$ cat config.mk
export PLATFORM = sky130hd
export DESIGN_NAME = ilc_controller
export DESIGN_NICKNAME = d
export VERILOG_FILES = /design/src/design/ilc_pkg.sv /design/src/design/ilc_controller.sv
export SDC_FILE = /design/constraint.sdc
export NUM_CORES = 1
export LEC_CHECK = 0
export ABC_AREA = 1
export BUFFER_PORTS_ARGS = -buffer_cell sky130_fd_sc_hd__buf_2
export CORE_MARGIN = 1.5
export CORE_UTILIZATION = 35
export DETAILED_ROUTE_END_ITERATION = 8
export PLACE_DENSITY = 0.58
export REMOVE_ABC_BUFFERS = 1
export SETUP_SLACK_MARGIN = 0.15
export SYNTH_ARGS = -nofsm -noshare
export SYNTH_HDL_FRONTEND = slang
export SYNTH_SLANG_ARGS = --single-unit
export TNS_END_PERCENT = 5
$ cat constraint.sdc
create_clock -name aclk -period 3.3 [get_ports aclk]
set_clock_uncertainty 0.2 [all_clocks]
set_input_delay 0.495 -clock aclk [delete_from_list [all_inputs] [get_ports aclk]]
set_output_delay 0.495 -clock aclk [all_outputs]
set_load 0.05 [all_outputs]
$ cat src/design/ilc_pkg.sv
// Package for the indexed word list: field widths, opcodes, status codes
// and the command/status structs shared by controller and datapath.
// No dependencies.
`default_nettype none

package ilc_pkg;

    localparam int DEF_CAPACITY  = 256;
    localparam int DEF_WORD_BITS = 32;

    localparam int OPCODE_W    = 2;
    localparam int POS_W       = 8;
    localparam int VALUE_W     = 32;
    localparam int STATUS_W    = 2;
    localparam int COUNT_OUT_W = 9;

    // s_tdata: opcode, position, item_value from bit 0 up, padded to bytes
    localparam int S_OPCODE_LSB = 0;
    localparam int S_POS_LSB    = S_OPCODE_LSB + OPCODE_W;
    localparam int S_VALUE_LSB  = S_POS_LSB + POS_W;
    localparam int S_FIELDS_W   = S_VALUE_LSB + VALUE_W;
    localparam int S_TDATA_W    = ((S_FIELDS_W + 7) / 8) * 8;

    // m_tdata: read_value, status, entry_count from bit 0 up, padded to bytes
    localparam int M_VALUE_LSB  = 0;
    localparam int M_STATUS_LSB = M_VALUE_LSB + VALUE_W;
    localparam int M_COUNT_LSB  = M_STATUS_LSB + STATUS_W;
    localparam int M_FIELDS_W   = M_COUNT_LSB + COUNT_OUT_W;
    localparam int M_TDATA_W    = ((M_FIELDS_W + 7) / 8) * 8;

    localparam logic [OPCODE_W-1:0] OP_APPEND = 2'd0;
    localparam logic [OPCODE_W-1:0] OP_READ   = 2'd1;
    localparam logic [OPCODE_W-1:0] OP_WRITE  = 2'd2;
    localparam logic [OPCODE_W-1:0] OP_DELETE = 2'd3;

    localparam logic [STATUS_W-1:0] ST_OK    = 2'd0;
    localparam logic [STATUS_W-1:0] ST_RANGE = 2'd1;
    localparam logic [STATUS_W-1:0] ST_FULL  = 2'd2;

    typedef struct packed {
        logic                capture;     // latch the input request
        logic                append;      // write at end, bump count
        logic                wr_pos;      // overwrite entry at position
        logic                rd_pos;      // read entry at position
        logic                shift_start; // load shift index with position
        logic                shift_step;  // move one entry down
        logic                dec_count;   // drop the last entry
        logic                load_out;    // load output register
        logic [STATUS_W-1:0] res_status;
        logic                res_read;    // result carries the read word
    } cmd_t;

    typedef struct packed {
        logic [OPCODE_W-1:0] op;
        logic                in_range;
        logic                full;
        logic                shift_done;
    } stat_t;

endpackage

`default_nettype wire

$ cat src/design/ilc_controller.sv
// Controller of the indexed word list: sequences one request at a time
// and owns the output valid flag. Uses ilc_pkg command and status structs.
`default_nettype none

module ilc_controller (
    input  wire logic           aclk,
    input  wire logic           aresetn,
    input  wire logic           s_tvalid,
    output logic                s_tready,
    output logic                m_tvalid,
    input  wire logic           m_tready,
    input  wire ilc_pkg::stat_t stat,
    output ilc_pkg::cmd_t       cmd
);

    typedef enum logic [2:0] {
        S_IDLE,
        S_EXEC,
        S_RD_WAIT,
        S_SHIFT,
        S_PUBLISH
    } state_t;

    state_t                       state_reg, state_next;
    logic [ilc_pkg::STATUS_W-1:0] status_reg, status_next;
    logic                         rdsel_reg, rdsel_next;
    logic                         out_valid_reg, out_valid_next;
    logic                         out_free;

    assign s_tready = (state_reg == S_IDLE);
    assign m_tvalid = out_valid_reg;
    assign out_free = !out_valid_reg || m_tready;

    always_comb begin
        cmd         = '0;
        state_next  = state_reg;
        status_next = status_reg;
        rdsel_next  = rdsel_reg;
        cmd.res_status = status_reg;
        cmd.res_read   = rdsel_reg;
        unique case (state_reg)
            S_IDLE: begin
                if (s_tvalid) begin
                    cmd.capture = 1'b1;
                    state_next  = S_EXEC;
                end
            end
            S_EXEC: begin
                status_next = ilc_pkg::ST_OK;
                rdsel_next  = 1'b0;
                state_next  = S_PUBLISH;
                if (stat.op == ilc_pkg::OP_APPEND) begin
                    if (stat.full) begin
                        status_next = ilc_pkg::ST_FULL;
                    end else begin
                        cmd.append = 1'b1;
                    end
                end else if (!stat.in_range) begin
                    status_next = ilc_pkg::ST_RANGE;
                end else begin
                    unique case (stat.op)
                        ilc_pkg::OP_READ: begin
                            cmd.rd_pos = 1'b1;
                            rdsel_next = 1'b1;
                            state_next = S_RD_WAIT;
                        end
                        ilc_pkg::OP_WRITE: begin
                            cmd.wr_pos = 1'b1;
                        end
                        default: begin
                            cmd.shift_start = 1'b1;
                            state_next      = S_SHIFT;
                        end
                    endcase
                end
            end
            S_RD_WAIT: begin
                state_next = S_PUBLISH;
            end
            S_SHIFT: begin
                // move entries down until the last pending write lands
                if (stat.shift_done) begin
                    cmd.dec_count = 1'b1;
                    state_next    = S_PUBLISH;
                end else begin
                    cmd.shift_step = 1'b1;
                end
            end
            S_PUBLISH: begin
                if (out_free) begin
                    cmd.load_out = 1'b1;
                    state_next   = S_IDLE;
                end
            end
            default: begin
                state_next = S_IDLE;
            end
        endcase
        if (cmd.load_out) begin
            out_valid_next = 1'b1;
        end else if (m_tready) begin
            out_valid_next = 1'b0;
        end else begin
            out_valid_next = out_valid_reg;
        end
    end

    always_ff @(posedge aclk) begin
        if (!aresetn) begin
            state_reg     <= S_IDLE;
            out_valid_reg <= 1'b0;
            status_reg    <= ilc_pkg::ST_OK;
            rdsel_reg     <= 1'b0;
        end else begin
            state_reg     <= state_next;
            out_valid_reg <= out_valid_next;
            status_reg    <= status_next;
            rdsel_reg     <= rdsel_next;
        end
    end

endmodule

`default_nettype wire

==> qor.csv, run 1 <==
stage;metric;value;unit
job;drv_cap;0;
floorplan;fp.dieArea;0.00177;sq mm
place;hpwl;931;um
final_layout;areaGrowthSynthToFinish;25.4;%
timing;final.period_utilization;70.5;%
global_routing;grt_max_degree;8;
route;top_layer_used;met4;
route;drt-total-wl;1080;um
power;p_total;0.000347;W
clock_network;clkTransAtPathRegs;50;ps
final_layout;final_nets;113;
floorplan;fp.dieH;42.0;um
worst_setup_path;startpoint_type;input port;
timing;setup_tns;0;ps
place;place_area;642;sq um
timing;worst_pin_slew;283;ps
final_layout;largest_reg_flops;3;
power;ir_drop;283;uV
route;dr.pass1.iters;4;
worst_setup_path;path_max_fanout;5;
final_layout;diodes;0;
worst_setup_path;cpPeakStageDelay;260;ps
run_status;status;complete, no violations;
final_layout;mostFrequentLayoutCell;buf_2;
global_routing;grt_overflow;0;
clock_network;cts_setup_buffers;0;
timing;hold_violations;0;
route;wl_met2;473;um
global_routing;grt_pass1_vias;468;
synth;synth.yosys.seq_area_share;26.3;%
route;final_antenna_net_count;0;
synth;ys_ff_latch;7;
worst_setup_path;critPathSlowestCell;buf_2;
power;p_leak;0.386;nW
synth;synth_warnings;0;
final_layout;nFillCells;155;
worst_setup_path;cp-end-kind;output port;
route;drc;0;
clock_network;numCtsBuffers;3;
timing;final_max_slew_viol_count;0;
global_routing;grt_pass1_wl;1830;um
clock_network;ctsResizeCount;0;
synth;syn_area;533;sq um
floorplan;start_util;39.0;%
clock_network;tritoncts;done;
route;drt-met1-wl;508;um
timing;setup_slack;974;ps
clock_network;cts.root.buffer_cell;clkbuf_4;
global_routing;grt_usage;13.3;%
clock_network;postCtsHoldBufs;0;
synth;syn-instance-count;75;
worst_setup_path;worstPathArrival;1630;ps
worst_setup_path;cp.required;2600;ps
route;wire_per_inst;9.59;um
clock_network;clkLatencyLatePin;250;ps
route;dr_wl_met3;92;um
route;vias_per_cell;4.65;
final_layout;final_cell_mix;21 x buf_2, 13 x inv_1, 12 x nor2_1;
clock_network;cts_buffer_depth;2;
route;drt_iter0_drc;11;
place;dp_cells;109;
timing;slew_headroom;81.1;%
hold_path;hold_path_class;reg2reg;
synth;ys_types;20;
clock_network;cts_sinks;7;
clock_network;htreeDepth;1;
timing;setup_violations;0;
place;gp_congestion;0.784;
floorplan;die_x;42.0;um
timing;rsz0062_at_grt;no;
worst_setup_path;crit_chain;buf_2 -> inv_1 -> ha_1 -> nor2_1 -> nand2_1 -> nor2_1 -> buf_2;
route;dr_total_vias;525;
place;dpl_worst_slack;972;ps
final_layout;fin_cells;113;
global_routing;grt_antenna_before_repair;0;
worst_setup_path;r2r_setup_slack;1960;ps
final_layout;fin_area;668;sq um
timing;period_needed;2330;ps
floorplan;num_rows;13;
floorplan;core-area;0.00137;sq mm
timing;clock.fmax;430;MHz
power;power_density;520;mW/mm^2
place;portBuffers;21;
floorplan;boundaryPins;22;
worst_setup_path;crit_type;in2out;
synth;avgSynthCellArea;7.11;sq um
final_layout;drive_above_1_share;36.7;%
synth_stat cells:
master    number  area share, %
a21oi_1        4            3.8
buf_4          2            2.8
dfxtp_1        7             26
ha_1           5             12
inv_1         13            9.2
inv_2          2            1.4
nand2_1       10            7.0
nand2_2        3            3.5
nand2_4        1            2.1
nand3_1        5            4.7
nand3_2        2            3.8
nand3b_1       1            1.4
nor2_1        12            8.5
nor2_2         1            1.2
nor2_8         1            3.8
nor3_1         2            1.9
nor3_2         1            1.9
nor4_2         1            2.3
o211a_1        1            1.9
o21ai_0        1           0.94
cell type report:
type	instances	area, sq um	area share [%]
tap	15	18.8	2.81
clock buffer	4	26.3	3.93
multi-input combinational	51	322	48.1
timing repair buffer	21	105	15.7
inverter	15	56.3	8.43
sequential	7	140	21.0
per-layer routing:
layer / vias up / GRT usage, %
met3: 4 / 5.60
li1: 281 / -
met1: 221 / 16.0
met2: 19 / 21.6
met4: 0 / 3.75
met5: - / 0
logic make-up after synthesis:
family                   after synthesis  synth area share [%]
AND/OR/NAND/NOR                       40                  42.0
AO/OA/AOI/OAI                          6                  6.57
adder cells (fa/ha/maj)                5                  11.7
flip-flops                             7                  26.3
buffers and inverters                 17                  13.4
worst max-delay path, delay by kind of cell:
kind	cells	cell delay (ps)
adders and majority gates	1	220
buffers and inverters	3	450
and+or+nand+nor	3	480
power breakdown:
group | leakage, nW | total [W] | internal (W) | switching [W]
logic | 0.313 | 0.000162 | 0.0000445 | 0.000117
clock network | 0.0150 | 0.0000782 | 0.0000462 | 0.0000320
registers | 0.0572 | 0.000107 | 0.0000954 | 0.0000121
total | 0.386 | 0.000347 | 0.000186 | 0.000161
per-stage QoR:
stage	hold slack, ps	utilization, %
finish	263	48.9
global route	298	48.9
CTS	265	48.9
detailed placement	257	47.0
global placement	261	47.0
floorplan	389	-
path summary, 6_finish.rpt:
check                startpoint             to  cells past startpoint
setup / recovery        stat[3]         cmd[6]                      7
hold reg to reg   status_reg[1]  status_reg[1]                      2
hold / removal    status_reg[1]  status_reg[1]                      2
setup reg to reg   state_reg[0]  status_reg[0]                      4
(Power assumes the default switching activity.)
==> run 2: changes to the inputs <==
ABC_AREA = 0   (was 1)
PLACE_DENSITY = 0.62   (was 0.58)
clock period = 2 ns   (was 3.3 ns; I/O delays follow)
==> run 2 against run 1 <==
  * Combinational power down 32%
  * Non-clock buffer count up 4
  * Final area up 2.8%
  * Die area down 5.9%
  * Sequential share of layout area up 0.34 points
  * Synthesized cell count down 16%
  * Critical path type is now reg2out
  * Highest routed layer unchanged
==> qor.csv, run 2 <==
stage;metric;value;unit;change
hold_path;hold_start;aresetn;;was status_reg[1]
route;drt_iter0_drc;8;;was 11
hold_path;hold_path_class;in2reg;;was reg2reg
timing;rsz0062_at_grt;yes;;was no
power;p_sw;0.000128;W;was 0.000161 W
global_routing;grt_usage;15.0;%;was 13.3%
synth;netlist_top_cells_count;7 x dfxtp_1, 6 x nand2_1, 5 x ha_1, 5 x nor2b_1;;was 13 x inv_1, 12 x nor2_1, 10 x nand2_1, 7 x dfxtp_1
global_routing;grt_max_degree;10;;was 8
place;gp_congestion;0.726;;was 0.784
clock_network;cts_sinks;7;;unchanged
floorplan;die_x;40.8;um;was 42.0 um
final_layout;areaGrowthSynthToFinish;37.6;%;was 25.4%
final_layout;final_nets;102;;was 113
synth;avgSynthCellArea;7.92;sq um;was 7.11 sq um
route;drc;0;;unchanged
global_routing;grt_pass1_wl;1610;um;was 1830 um
timing;final.period_utilization;95.1;%;
synth;synth_area_leaders;dfxtp_1 28%, ha_1 13%, nor2b_1 6.3%;;was dfxtp_1 26%, ha_1 12%, inv_1 9.2%
place;hpwl;827;um;was 931 um
synth;yosys.area_share.adder;12.5;%;was 11.7%
worst_setup_path;cp.required;1500;ps;was 2600 ps
power;internal_power;0.000261;W;was 0.000186 W
floorplan;core-area;0.00132;sq mm;was 0.00137 sq mm
clock_network;clkLatencyLatePin;250;ps;about the same
synth;yosysMostFrequentCell;dfxtp_1;;was inv_1
synth;syn_area;499;sq um;was 533 sq um
global_routing;grt_antenna_before_repair;0;;unchanged
power;ir_drop;205;uV;was 283 uV
global_routing;grt_overflow;0;;unchanged
route;dr.pass1.iters;3;;was 4
route;vias_per_cell;4.90;;was 4.65
worst_setup_path;worstPathArrival;1400;ps;was 1630 ps
final_layout;diodes;0;;unchanged
power;p_leak;0.343;nW;was 0.386 nW
clock_network;htreeDepth;1;;unchanged
synth;synth_warnings;0;;unchanged
final_layout;largest_reg_flops;3;;unchanged
synth;ys.flop_type;dfxtp_1;;unchanged
power;seqPwrFrac;38.4;%;was 30.9%
synth;synth.yosys.seq_area_share;28.1;%;was 26.3%
worst_setup_path;crit_start;state_reg[0];;was stat[3]
route;drt-total-wl;1100;um;was 1080 um
synth;postSynth.asyncResetShare;0;%;unchanged
timing;final_max_slew_viol_count;0;;unchanged
timing;clock.fmax;526;MHz;
clock_network;tritoncts;done;;unchanged
timing;worst_pin_slew;255;ps;was 283 ps
job;drv_cap;0;;unchanged
floorplan;boundaryPins;22;;unchanged
power;p_clk_share;33.5;%;was 22.5%
final_layout;drive_above_1_share;42.5;%;was 36.7%
worst_setup_path;r2r-start;state_reg[0];;unchanged
clock_network;cts_buffer_depth;2;;unchanged
synth;ys_ff_latch;7;;unchanged
clock_network;cts.root.buffer_cell;clkbuf_4;;unchanged
run_status;status;complete, no violations;;unchanged
route;final_antenna_net_count;0;;unchanged
synth;synth_edf_count;0;;unchanged
power;swShare;32.9;%;was 46.5%
floorplan;fp.dieArea;0.00166;sq mm;was 0.00177 sq mm
synth;ys_types;25;;was 20
final_layout;final_cell_mix;17 x buf_2, 6 x nand2_1;;was 21 x buf_2, 13 x inv_1, 12 x nor2_1
route;wire_per_inst;10.8;um;was 9.59 um
synth;synthMuxAreaShare;0;%;unchanged
clock_network;numCtsBuffers;3;;unchanged
place;portBuffers;21;;unchanged
synth;synth-xor-area-share;0;%;unchanged
synth;synth_compound_area_share;12.3;%;was 6.57%
worst_setup_path;path_max_fanout;7;;was 5
clock_network;clkTransAtPathRegs;50;ps;about the same
worst_setup_path;startpoint_type;flip-flop;;was input port
floorplan;start_util;37.9;%;was 39.0%
floorplan;num_rows;13;;unchanged
final_layout;fin_area;687;sq um;was 668 sq um
power;power_density;567;mW/mm^2;was 520 mW/mm^2
place;place_area;611;sq um;was 642 sq um
final_layout;mostFrequentLayoutCell;buf_2;;unchanged
global_routing;grt_pass1_vias;396;;was 468
timing;setup_violations;0;;unchanged
final_layout;fin_cells;102;;was 113
worst_setup_path;cp-end-kind;output port;;unchanged
route;dr_total_vias;500;;was 525
synth;synth.top_cell.area_share;28.1;%;was 26.3%
timing;slew_headroom;82.9;%;was 81.1%
timing;period_needed;1900;ps;
final_layout;fin_util;52.1;%;was 48.9%
place;dp_cells;97;;was 109
power;power_frac_comb;28.1;%;was 46.6%
synth;yosys.area_share.simple;37.1;%;was 42.0%
timing;whs;76.3;ps;was 263 ps
synth;syn-instance-count;63;;was 75
floorplan;fp.dieH;40.8;um;was 42.0 um
timing;hold_violations;0;;unchanged
synth;synth_top_family_by_area;simple AND/OR/NAND/NOR gates;;unchanged
worst_setup_path;crit_type;reg2out;;was in2out
synth;yosysTopAreaCell;dfxtp_1;;unchanged
run 2: cell count changes after synthesis, sizes merged, moves of 2 or more:
cell	delta
inv	-11
nor2	-11
nand2	-8
nor2b	+5
nand3	-4
a311oi	+2
and3	+2
clkbuf	+2
nand2b	+2
nor3b	+2
or3	+2
run 2: path summary, 6_finish.rpt:
kind	endpoint	slack (ps)	cells after the start
max	cmd[9]	100	3
min	state_reg[1]	80	2
max reg2reg	status_reg[0]	360	4
min reg2reg	status_reg[1]	250	2
run 2: per-layer routing:
layer	routed length [um]	global-route usage, %	vias up	part of all wire [%]
met2	529	23.4	15	48
li1	-	-	263	-
met1	510	18.1	220	46
met5	0	0	-	0
met4	12	7.50	0	1.1
met3	47	4.89	2	4.3
run 2: power groups by stage:
stage	combinational [W]	sequential (W)	clock, W
after floorplan	0.0000593	0.000160	0
after global placement	0.0000982	0.000153	0
after detailed placement	0.0000987	0.000153	0
after CTS	0.000104	0.000150	0.000131
after global routing	0.000118	0.000150	0.000143
final	0.000110	0.000149	0.000130
run 2: critical path: stages, from the launching register on:
cell     delay [ps]
dfxtp_4         360
or3b_4          400
nor3b_2         210
buf_6           180
run 2: final cells by class:
class | count | area (sq um)
clock buffers | 4 | 26.3
fillers | 137 | 631
inverters | 4 | 15.0
multi-input cells | 47 | 332
flip-flops and latches | 7 | 146
well taps | 15 | 18.8
repair buffers | 25 | 149
run 2: kinds of logic (layout without fill, tap and decap cells):
kind of cell,after synthesis,after routing
buffers and inverters,9,33
adder cells (fa/ha/maj),5,5
AND/OR/NAND/NOR,33,33
AO/OA/AOI/OAI,9,9
flip-flops,7,7
run 2: timing repair:
action / in CTS / in global routing
gates resized for setup: 8 / 6
hold buffers: 0 / 0
cloned: 0 / 0
endpoints found under the setup margin: 4 / 8
buffers inserted: 0 / 1
pin swaps: 0 / 1
run 2: through the flow:
stage | total power [W] | setup slack, ps | setup TNS [ps]
after floorplan | 0.000220 | -563 | -1650
after global placement | 0.000251 | 142 | 0
after detailed placement | 0.000251 | 94.4 | 0
after CTS | 0.000385 | 95.1 | 0
after global routing | 0.000411 | 50.3 | 0
final | 0.000389 | 97.3 | 0
